`config.mk`:
```
export PLATFORM = sky130hd
export DESIGN_NAME = touch_sample_filter_averager_core
export DESIGN_NICKNAME = d
export VERILOG_FILES = /design/src/rtl/tsfa_pkg.sv /design/src/rtl/tsfa_seq.sv /design/src/rtl/touch_sample_filter_averager_core.sv
export VERILOG_INCLUDE_DIRS = /design/src /design/src/rtl
export SDC_FILE = /design/constraint.sdc
export NUM_CORES = 1
export LEC_CHECK = 0
export ABC_AREA = 1
export ABC_CLOCK_PERIOD_IN_PS = 4700
export BUFFER_PORTS_ARGS = -buffer_cell sky130_fd_sc_hd__clkbuf_2
export CORE_ASPECT_RATIO = 1.5
export CORE_UTILIZATION = 45
export DETAILED_ROUTE_END_ITERATION = 8
export SYNTH_ARGS = -nofsm -noshare
export SYNTH_HDL_FRONTEND = slang
export SYNTH_SLANG_ARGS = --single-unit
```
`constraint.sdc`:
```
create_clock -name clk_i -period 4.7 [get_ports clk_i]
set_clock_uncertainty 0.15 [all_clocks]
set_input_delay 0.47 -clock clk_i [delete_from_list [all_inputs] [get_ports clk_i]]
set_output_delay 0.47 -clock clk_i [all_outputs]
set_load 0.01 [all_outputs]
```
`src/rtl/touch_sample_filter_averager_core_assert.svh`:
```
// ----------------------------------------------------------------------------
// Assertion macros for the touch sample filter
// Implication checks that compile away when SYNTH is defined.
// ----------------------------------------------------------------------------
`ifndef TOUCH_SAMPLE_FILTER_AVERAGER_CORE_ASSERT_SVH
`define TOUCH_SAMPLE_FILTER_AVERAGER_CORE_ASSERT_SVH

`ifndef SYNTH

`define TSFA_ASSERT_IMP(label, clk, rst_n, ante, cons) \
  label: assert property (@(posedge clk) disable iff (!rst_n) (ante) |-> (cons)) \
    else $error("tsfa: same-cycle check failed");

`define TSFA_ASSERT_NXT(label, clk, rst_n, ante, cons) \
  label: assert property (@(posedge clk) disable iff (!rst_n) (ante) |=> (cons)) \
    else $error("tsfa: next-cycle check failed");

`else

`define TSFA_ASSERT_IMP(label, clk, rst_n, ante, cons)

`define TSFA_ASSERT_NXT(label, clk, rst_n, ante, cons)

`endif

`endif

```
`src/rtl/tsfa_pkg.sv`:
```
// ----------------------------------------------------------------------------
// tsfa_pkg
// Types and constants of the touch sample filter and averager.
// ----------------------------------------------------------------------------
package tsfa_pkg;

  localparam int unsigned DataW         = 10;
  localparam int unsigned NumSamples    = 4;
  localparam int unsigned HistDepth     = NumSamples - 1;
  localparam int unsigned CountW        = 2;
  localparam logic [DataW-1:0] DevLimitReset = DataW'(10);

  typedef enum logic [1:0] {
    CMD_PEN_CHANGE = 2'd0,
    CMD_CONV_DONE  = 2'd1,
    CMD_TIMER_TICK = 2'd2
  } cmd_e;

  typedef enum logic [1:0] {
    REP_NONE     = 2'd0,
    REP_RELEASE  = 2'd1,
    REP_POSITION = 2'd2
  } report_e;

  typedef enum logic [1:0] {
    ACT_WAIT_DOWN = 2'd0,
    ACT_WAIT_UP   = 2'd1,
    ACT_CONVERT   = 2'd2
  } action_e;

  typedef struct packed {
    logic [1:0]       command;
    logic             pen_up;
    logic [DataW-1:0] x_sample;
    logic [DataW-1:0] y_sample;
  } in_item_t;

  typedef struct packed {
    report_e          report;
    logic [DataW-1:0] x_position;
    logic [DataW-1:0] y_position;
    logic             touching;
    action_e          next_action;
  } out_item_t;

endpackage

```
`src/rtl/tsfa_seq.sv`:
```
// ----------------------------------------------------------------------------
// tsfa_seq
// Sample count, sample history, deviation filter and four-sample average.
// ----------------------------------------------------------------------------
module tsfa_seq
  import tsfa_pkg::*;
(
  input  logic             clk_i,
  input  logic             rst_ni,
  input  logic             step_i,
  input  in_item_t         item_i,
  input  logic [DataW-1:0] limit_i,
  output out_item_t        result_o
);

  logic [CountW-1:0] count_q, count_d;
  logic [DataW-1:0]  x_hist_q [HistDepth];
  logic [DataW-1:0]  y_hist_q [HistDepth];
  logic              hist_we;
  logic              filt_ok;
  logic [DataW+1:0]  x_sum, y_sum;

  function automatic logic near_mean(input logic [DataW-1:0] a,
                                     input logic [DataW-1:0] b,
                                     input logic [DataW-1:0] s,
                                     input logic [DataW-1:0] lim);
    logic [DataW:0]   sum;
    logic [DataW-1:0] m;
    logic [DataW-1:0] d;
    sum = {1'b0, a} + {1'b0, b};
    m   = sum[DataW:1];
    d   = (s > m) ? (s - m) : (m - s);
    return d <= lim;
  endfunction

  assign filt_ok = near_mean(x_hist_q[0], x_hist_q[1], x_hist_q[2], limit_i)
                && near_mean(y_hist_q[0], y_hist_q[1], y_hist_q[2], limit_i)
                && near_mean(x_hist_q[1], x_hist_q[2], item_i.x_sample, limit_i)
                && near_mean(y_hist_q[1], y_hist_q[2], item_i.y_sample, limit_i);

  assign x_sum = {2'b00, x_hist_q[0]} + {2'b00, x_hist_q[1]}
               + {2'b00, x_hist_q[2]} + {2'b00, item_i.x_sample};
  assign y_sum = {2'b00, y_hist_q[0]} + {2'b00, y_hist_q[1]}
               + {2'b00, y_hist_q[2]} + {2'b00, item_i.y_sample};

  always_comb begin
    result_o = '{report: REP_NONE, x_position: '0, y_position: '0,
                 touching: 1'b0, next_action: ACT_WAIT_DOWN};
    count_d  = count_q;
    hist_we  = 1'b0;
    unique case (item_i.command)
      CMD_PEN_CHANGE, CMD_TIMER_TICK: begin
        if (item_i.pen_up) begin
          result_o.report = REP_RELEASE;
        end else begin
          result_o.next_action = ACT_CONVERT;
        end
      end
      CMD_CONV_DONE: begin
        if (item_i.pen_up) begin
          count_d         = '0;
          result_o.report = REP_RELEASE;
        end else if (count_q < CountW'(HistDepth)) begin
          hist_we              = 1'b1;
          count_d              = count_q + 1'b1;
          result_o.next_action = ACT_CONVERT;
        end else begin
          count_d              = '0;
          result_o.next_action = ACT_WAIT_UP;
          if (filt_ok) begin
            result_o.report     = REP_POSITION;
            result_o.x_position = x_sum[DataW+1:2];
            result_o.y_position = y_sum[DataW+1:2];
            result_o.touching   = 1'b1;
          end
        end
      end
      default: begin
      end
    endcase
  end

  always_ff @(posedge clk_i or negedge rst_ni) begin
    if (!rst_ni) begin
      count_q <= '0;
    end else if (step_i) begin
      count_q <= count_d;
    end
  end

  always_ff @(posedge clk_i) begin
    if (step_i && hist_we) begin
      x_hist_q[count_q] <= item_i.x_sample;
      y_hist_q[count_q] <= item_i.y_sample;
    end
  end

endmodule

```
`src/rtl/touch_sample_filter_averager_core.sv`:
```
// An accepted item is held in the input register; its result is loaded into the
// output register when that register is empty or out_stall_i is low.
// Throughput: one item per cycle unless stalled; the input and output registers
// form a two-stage pipeline, and the filter and average are combinational between.
// Reset: asynchronous, active low; clears both valid flags and the sample
// count and loads the deviation limit with 10. Sample history is not reset.
// ----------------------------------------------------------------------------
// touch_sample_filter_averager_core
// Touch event sequencer with four-sample deviation filter and averager.
// ----------------------------------------------------------------------------
`include "touch_sample_filter_averager_core_assert.svh"

module touch_sample_filter_averager_core
  import tsfa_pkg::*;
(
  input  logic             clk_i,
  input  logic             rst_ni,
  input  logic             in_valid_i,
  output logic             in_stall_o,
  input  in_item_t         in_item_i,
  output logic             out_valid_o,
  input  logic             out_stall_i,
  output out_item_t        out_item_o,
  input  logic             cfg_valid_i,
  output logic             cfg_ready_o,
  input  logic [DataW-1:0] cfg_data_i
);

  logic             in_valid_q, in_valid_d;
  in_item_t         in_item_q;
  logic             out_valid_q, out_valid_d;
  out_item_t        out_item_q;
  out_item_t        result;
  logic [DataW-1:0] limit_q;
  logic             advance;
  logic             in_accept;

  assign advance     = in_valid_q && (!out_valid_q || !out_stall_i);
  assign in_stall_o  = in_valid_q && out_valid_q && out_stall_i;
  assign in_accept   = in_valid_i && !in_stall_o;
  assign cfg_ready_o = 1'b1;
  assign out_valid_o = out_valid_q;
  assign out_item_o  = out_item_q;

  tsfa_seq u_seq (
    .clk_i    (clk_i),
    .rst_ni   (rst_ni),
    .step_i   (advance),
    .item_i   (in_item_q),
    .limit_i  (limit_q),
    .result_o (result)
  );

  always_comb begin
    in_valid_d = in_valid_q;
    if (in_accept) begin
      in_valid_d = 1'b1;
    end else if (advance) begin
      in_valid_d = 1'b0;
    end
  end

  always_comb begin
    out_valid_d = out_valid_q;
    if (advance) begin
      out_valid_d = 1'b1;
    end else if (!out_stall_i) begin
      out_valid_d = 1'b0;
    end
  end

  always_ff @(posedge clk_i or negedge rst_ni) begin
    if (!rst_ni) begin
      in_valid_q  <= 1'b0;
      out_valid_q <= 1'b0;
      limit_q     <= DevLimitReset;
    end else begin
      in_valid_q  <= in_valid_d;
      out_valid_q <= out_valid_d;
      if (cfg_valid_i && cfg_ready_o) begin
        limit_q <= cfg_data_i;
      end
    end
  end

  always_ff @(posedge clk_i) begin
    if (in_accept) begin
      in_item_q <= in_item_i;
    end
    if (advance) begin
      out_item_q <= result;
    end
  end

  `TSFA_ASSERT_IMP(a_stall_full, clk_i, rst_ni, in_stall_o, in_valid_q && out_valid_q)
  `TSFA_ASSERT_NXT(a_advance_out, clk_i, rst_ni, advance, out_valid_q)
  `TSFA_ASSERT_IMP(a_pos_fields, clk_i, rst_ni, out_valid_q && out_item_q.report == REP_POSITION, out_item_q.touching && out_item_q.next_action == ACT_WAIT_UP)
  `TSFA_ASSERT_IMP(a_release_wait, clk_i, rst_ni, out_valid_q && out_item_q.report == REP_RELEASE, !out_item_q.touching && out_item_q.next_action == ACT_WAIT_DOWN)

endmodule
```
==> flow_summary.yaml, run 1 <==
critical_path:
  cp_slowest_stage_delay_ns: 0.44
  worstPathRequired_ns: 4.74
  r2r-start: "u_seq.y_hist_q[1][0]"
  rrSetupSlack_ns: 0.05
  crit_end: "out_item_o[6]"
  crit_path_end_kind: "flip-flop"
  critPathLaunch: "u_seq.y_hist_q[1][0]"
  cp_max_fo: 10
  worst-r2r-cell-count: 29
  r2r-end: "out_item_o[6]"
  critical_path_class: "flip-flop to flip-flop"
  arrival_ns: 4.68
  cpMaxStageDelayCell: "edfxtp_1"
  crit_top_cell: "nand2_2"
  cp-start-kind: "flip-flop"
grt:
  antenna_found_initial: 0
  grt_pass1_wl_mm: 51.4
  grt_max_degree: 27
  overflow: 0
  grt_pass1_vias: 10189
  track_usage: 0.250
route:
  wl_per_cell_um: 17.0
  ant_nets: 0
  dr.pass1.iters: 4
  drt_iter0_drc: 454
  num_vias: 10365
  viasPerCell: 5.09
  finalWirelength_mm: 34.6
  drcViolationCount: 0
cells_and_area:
  finalNetCount: 1939
  final_common_cell: "inv_1"
  diodes: 0
  drive_gt1_frac: 0.319
  syn_to_final_growth_pct: 32.6
  final_cells: 2035
  finalInstanceArea_um2: 15900
  layout_common_cells: "inv_1 (255), nand2_1 (250), buf_4 (156), ha_1 (128), edfxtp_1 (108)"
  fillers: 2269
placed_design:
  dpl_cell_area_um2: 13600
  portBuffers: 64
  place_congestion: 0.965
  hpwl_mm: 26.3
  post-place-cells: 1967
logic_synthesis:
  synth_nets: 1710
  avgSynthCellArea_um2: 8.19
  synth_edf_count: 108
  syn_inst: 1460
  synth_ff_type: "edfxtp_1"
  ys_seq_area_frac: 0.301
  synthesis.area_um2: 12000
  ys_warn_count: 0
  yosys.cell_types.count: 54
  async_flop_share: 0.115
  ys_seq_elements: 122
timing:
  period_share: 0.989
  clock.fmax_mhz: 215
  hold_viol_final: 0
  tightestPinTransition_ns: 0.850
  rsz0062_at_grt: "true"
  slew_headroom: 0.432
  final-setup-viol-count: 0
  drv_slew: 0
  period_needed_ns: 4.65
die:
  dieArea_um2: 27300
  std_cell_rows: 72
  coreArea_um2: 25900
  die_x_um: 135
  num_io_pins: 66
  start_util: 0.461
  fp.dieH_um: 202
power_and_ir_drop:
  power_density_nw_per_um2: 262
  leakagePower_nw: 7.57
  ir_worst_vdd_uv: 253
run_status:
  status: "finished, final reports clean"
hold_path:
  hp-class: "input port to flip-flop"
  min_path_cells: 1
clock_network:
  ctsLongestPathBuffers: 2
  clk_pin_slew_ns: 0.07
  cts_tree: "built"
  root_buffer: "clkbuf_16"
  clock_latency_ns: 0.44
  h-tree-depth: 4
  numCtsBuffers: 17
  numClockSinks: 122
job:
  max_cap_violations: 0
## worst max-delay path, delay by kind of cell (launching register included)
family                   cells  cell delay, ns
AND/OR/NAND/NOR             14            1.28
buffers and inverters        6            0.63
AO/OA/AOI/OAI                6            0.88
adder cells (fa/ha/maj)      3            1.02
flip-flops                   1            0.44
## kinds of logic after synthesis
| kind of cell | count (synthesis) | share of synthesized area |
|---|---|---|
| AND/OR/NAND/NOR | 471 | 0.165 |
| buffers and inverters | 299 | 0.0982 |
| AO/OA/AOI/OAI | 260 | 0.126 |
| adder cells (fa/ha/maj) | 212 | 0.241 |
| flip-flops | 122 | 0.301 |
| XOR/XNOR | 93 | 0.0681 |
| multiplexers | 2 | 0.00178 |
| other | 1 | 0.000313 |
## metrics by stage
stage / total power [W] / util / hold WS [ns] / setup WS, ns / setup TNS, ns
after floorplan: 0.00222 / - / 0.0244 / 0.0594 / 0
after global placement: 0.00263 / 0.524 / 0.275 / -0.162 / -3.28
after detailed placement: 0.00264 / 0.524 / 0.278 / -0.232 / -4.45
after CTS: 0.00393 / 0.550 / 0.0343 / 0.00161 / 0
after global routing: 0.00441 / 0.611 / 0.0368 / -0.160 / -3.14
final: 0.00416 / 0.611 / 0.0454 / 0.0505 / 0
## worst min path at each step
stage / startpoint / end / slack (ns)
after floorplan: rst_ni / in_valid_q / 0.02
after global placement: rst_ni / out_valid_o / 0.27
after detailed placement: rst_ni / out_valid_o / 0.28
after CTS: in_item_i[18] / in_item_q[18] / 0.03
after global routing: in_item_i[13] / in_item_q[13] / 0.04
final: in_item_i[18] / in_item_q[18] / 0.05
## report_power, final
group	internal, W	total (W)	switching (W)	leakage (nW)
clock network	0.000681	0.00126	0.000581	0.251
registers	0.00126	0.00131	0.0000500	1.18
logic	0.000671	0.00159	0.000922	6.14
## flip-flops by register name, summed over array words and instances (netlist names)
| name | flops |
|---|---|
| u_seq.y_hist_q | 30 |
| limit_q | 10 |
| in_valid_q | 1 |
| u_seq.count_q | 2 |
| out_valid_o | 1 |
| in_item_q | 23 |
| u_seq.x_hist_q | 30 |
| out_item_o | 25 |
## repair_timing
| action | CTS | global route |
|---|---|---|
| setup buffers | 0 | 30 |
| hold buffers | 1 | 0 |
| endpoints found under the hold margin | 12 | 0 |
| pin swaps | 8 | 92 |
| cloned | 0 | 5 |
| endpoints found under the setup margin | 22 | 22 |
| gates resized for setup | 30 | 255 |
## area by class of cell
type / count / area (um^2) / area share
Clock inverter: 15 / 116 / 0.00734
Tap cell: 333 / 417 / 0.0263
Clock buffer: 17 / 425 / 0.0268
Multi-Input combinational cell: 1042 / 8620 / 0.543
Sequential cell: 122 / 3600 / 0.227
Inverter: 275 / 1040 / 0.0654
Timing Repair Buffer: 231 / 1650 / 0.104
## per-layer routing
metal  part of all wire  up-vias  GRT usage  wire, um
met5                  0        -          0         0
met3              0.025       97     0.0295       854
li1                   -     5209          -         -
met4              0.051        0      0.116      1760
met2               0.56      195      0.495     19400
met1               0.36     4864      0.251     12600
## synth_stat cells (12+ instances only)
cell / n / area, um^2
o21ai_1: 22 / 110
dfrtp_1: 12 / 300
o21ai_2: 14 / 123
nand3_1: 45 / 225
xnor2_1: 18 / 158
edfxtp_1: 108 / 3240
fa_1: 30 / 601
o21bai_1: 15 / 113
ha_1: 182 / 2280
a21oi_1: 119 / 596
nand2_1: 290 / 1090
nor2_1: 88 / 330
nand4_1: 13 / 81.3
inv_1: 267 / 1000
xor2_1: 75 / 657
o21ai_0: 46 / 230
(Power assumes the default switching activity.)
==> inputs of run 2 (changes only) <==
- SYNTH_HIERARCHICAL: not set -> 1
==> run 2 against run 1 <==
Global-route usage up 0.14 points. Via count increased by 7.0%. Largest power group unchanged. First-iteration DRC count shrank 4.6%. Critical path depth is 1 higher. Combinational power is 13% lower. Fmax down 0.46%. Largest cell class unchanged. The flow now finishes with violations (DRC). Design area up 4.2%.
==> flow_summary.yaml, run 2 <==
critical_path:
  r2r-start: "u_seq/y_hist_q[1][0]"
  cpMaxStageDelayCell: "edfxtp_1"
  crit_path_end_kind: "flip-flop"
  arrival_ns: 4.81
  rrSetupSlack_ns: 0.03
  cp-start-kind: "flip-flop"
  worstPathRequired_ns: 4.84
  cp_max_fo: 8
  worst-r2r-cell-count: 30
  r2r-end: "out_item_o[7]"
  critical_path_class: "flip-flop to flip-flop"
  cp_slowest_stage_delay_ns: 0.42
die:
  coreArea_um2: 27500
  dieArea_um2: 28900
  start_util: 0.461
  num_io_pins: 66
  die_x_um: 139
  std_cell_rows: 74
  fp.dieH_um: 208
hold_path:
  min_path_cells: 1
  whs_endpoint: "in_item_q[5]"
  hp-class: "input port to flip-flop"
  hp-start: "in_item_i[5]"
placed_design:
  dpl_cell_area_um2: 14400
  hpwl_mm: 28.7
  portBuffers: 64
  place_congestion: 0.892
timing:
  clock.fmax_mhz: 214
  tns_ns: 0
  slew_headroom: 0.554
  tightestPinTransition_ns: 0.668
  hold_viol_final: 0
  drv_slew: 0
  final-setup-viol-count: 0
  period_needed_ns: 4.67
  period_share: 0.994
  rsz0062_at_grt: "true"
job:
  max_cap_violations: 0
clock_network:
  cts_tree: "built"
  h-tree-depth: 4
  ctsLongestPathBuffers: 2
  clock_latency_ns: 0.43
  numClockSinks: 122
  numCtsBuffers: 17
  clk_pin_slew_ns: 0.06
  root_buffer: "clkbuf_16"
grt:
  antenna_found_initial: 0
  overflow: 0
  grt_max_degree: 27
  track_usage: 0.251
  grt_pass1_vias: 11085
  grt_pass1_wl_mm: 55.9
logic_synthesis:
  ys_seq_elements: 122
  syn_inst: 1539
  synth_top_area_cell: "edfxtp_1"
  yosys.cell_count.top_type: "nand2_1"
  yosys.cell_types.count: 44
  synth_ff_type: "edfxtp_1"
  synth_edf_count: 108
  avgSynthCellArea_um2: 8.24
  synth_commonest_cells: "nand2_1 (337), inv_1 (290), ha_1 (178)"
  ys_warn_count: 6
  yosys-top-cells-area: "edfxtp_1 (26%), ha_1 (18%), nand2_1 (10%)"
  ys_seq_area_frac: 0.284
  synth_top_area_frac: 0.256
  async_flop_share: 0.115
  synth_nets: 1807
  synthesis.area_um2: 12700
cells_and_area:
  drive_gt1_frac: 0.298
  final_common_cell: "nand2_1"
  fillers: 2363
  multi_input_area_um2: 8940
  layout_common_cells: "nand2_1 (299), inv_1 (274), buf_4 (183), ha_1 (138), edfxtp_1 (108)"
  finalNetCount: 2070
  diodes: 0
  seqCellArea_um2: 3600
  finalInstanceArea_um2: 16500
  syn_to_final_growth_pct: 30.4
route:
  wl_per_cell_um: 17.2
  viasPerCell: 5.14
  ant_nets: 0
  finalWirelength_mm: 37.1
  dr.pass1.iters: 7
  drt_iter0_drc: 433
  num_vias: 11088
  drcViolationCount: 1
power_and_ir_drop:
  pwr-share-comb: 0.341
  p_int_w: 0.00265
  p_sw_frac: 0.343
  leakagePower_nw: 8.06
  switching_power_w: 0.00139
  pwr-share-seq: 0.319
  power_density_nw_per_um2: 244
  clockPowerShare: 0.339
  ir_worst_vdd_uv: 247
run_status:
  violations: "DRC"
  status: "complete, but fails checks"
==> run 2: cell types whose count changed in the layout (fill, tap and decap cells not counted), sizes merged, moves of 7 or more <==
cell,change
buf,+30
fa,+22
inv,+14
nand2,+39
nand3,+10
nor2,+8
or2,-8
xnor2,-7
xor2,+9
==> run 2: logic make-up (layout without fill, tap and decap cells) <==
| family | Yosys count | count (layout) | synth area share |
|---|---|---|---|
| simple gates | 530 | 531 | 0.177 |
| buf+inv | 309 | 584 | 0.0984 |
| compound gates | 252 | 252 | 0.117 |
| fa+ha+maj | 230 | 230 | 0.258 |
| flops | 122 | 122 | 0.284 |
| xor+xnor | 95 | 95 | 0.0656 |
| other cells | 1 | 1 | 0.000296 |
==> run 2: worst max-delay path, delay by kind of cell (launching register included) <==
| kind | cells | cell delay (ns) |
|---|---|---|
| flops | 1 | 0.42 |
| compound gates | 4 | 0.76 |
| buf+inv | 7 | 0.78 |
| simple gates | 15 | 1.36 |
| xor+xnor | 1 | 0.18 |
| fa+ha+maj | 3 | 0.89 |
==> run 2: worst max path at each step <==
stage	from	endpoint	slack, ns
floorplan	u_seq/y_hist_q[1][1]	out_item_o[15]	0.37
global placement	u_seq/y_hist_q[1][1]	out_item_o[6]	-0.16
detailed placement	u_seq/y_hist_q[1][1]	out_item_o[5]	-0.18
CTS	u_seq/y_hist_q[0][0]	out_item_o[8]	0.001
global route	u_seq/y_hist_q[1][0]	out_item_o[7]	-0.20
finish	u_seq/y_hist_q[1][0]	out_item_o[7]	0.03
==> run 2: final cells by class <==
| class | instances | share of cell area |
|---|---|---|
| well taps | 342 | 0.0259 |
| clock inverters | 10 | 0.00863 |
| clock buffers | 22 | 0.0275 |
| multi-input cells | 1109 | 0.541 |
| repair buffers | 259 | 0.113 |
| inverters | 293 | 0.0668 |
| flip-flops and latches | 122 | 0.218 |
==> run 2: timing repair <==
item                                    CTS  global route
endpoints found under the setup margin   22            22
hold buffers                              1             0
resized for setup                        60           205
hold endpoints to repair                 12             0
gates cloned                              2             0
pin swaps                                25            82
buffers inserted                         21            25
==> run 2: stage by stage <==
stage | util | hold slack, ns | power [W] | worst slack [ns] | std cells
final | 0.601 | 0.0660 | 0.00404 | 0.0289 | 2157
after global routing | 0.601 | 0.0428 | 0.00426 | -0.204 | 2157
after CTS | 0.562 | 0.0468 | 0.00392 | 0.00149 | 2133
after detailed placement | 0.524 | 0.288 | 0.00250 | -0.183 | 2077
after global placement | 0.524 | 0.289 | 0.00249 | -0.161 | 2077
after floorplan | - | 0.0244 | 0.00211 | 0.366 | 1539
==> run 2: metal layers <==
metal,GRT usage,part of all wire,vias to the layer above
met1,0.242,0.36,5277
li1,-,-,5506
met5,0,0,-
met4,0.129,0.052,0
met2,0.510,0.57,227
met3,0.0298,0.021,78
==> run 2: power groups by stage <==
stage               sequential (W)  combinational (W)  clock (W)
global placement           0.00131            0.00118          0
CTS                        0.00129            0.00124    0.00139
floorplan                  0.00131           0.000804          0
global route               0.00130            0.00153    0.00144
finish                     0.00129            0.00138    0.00137
detailed placement         0.00131            0.00119          0
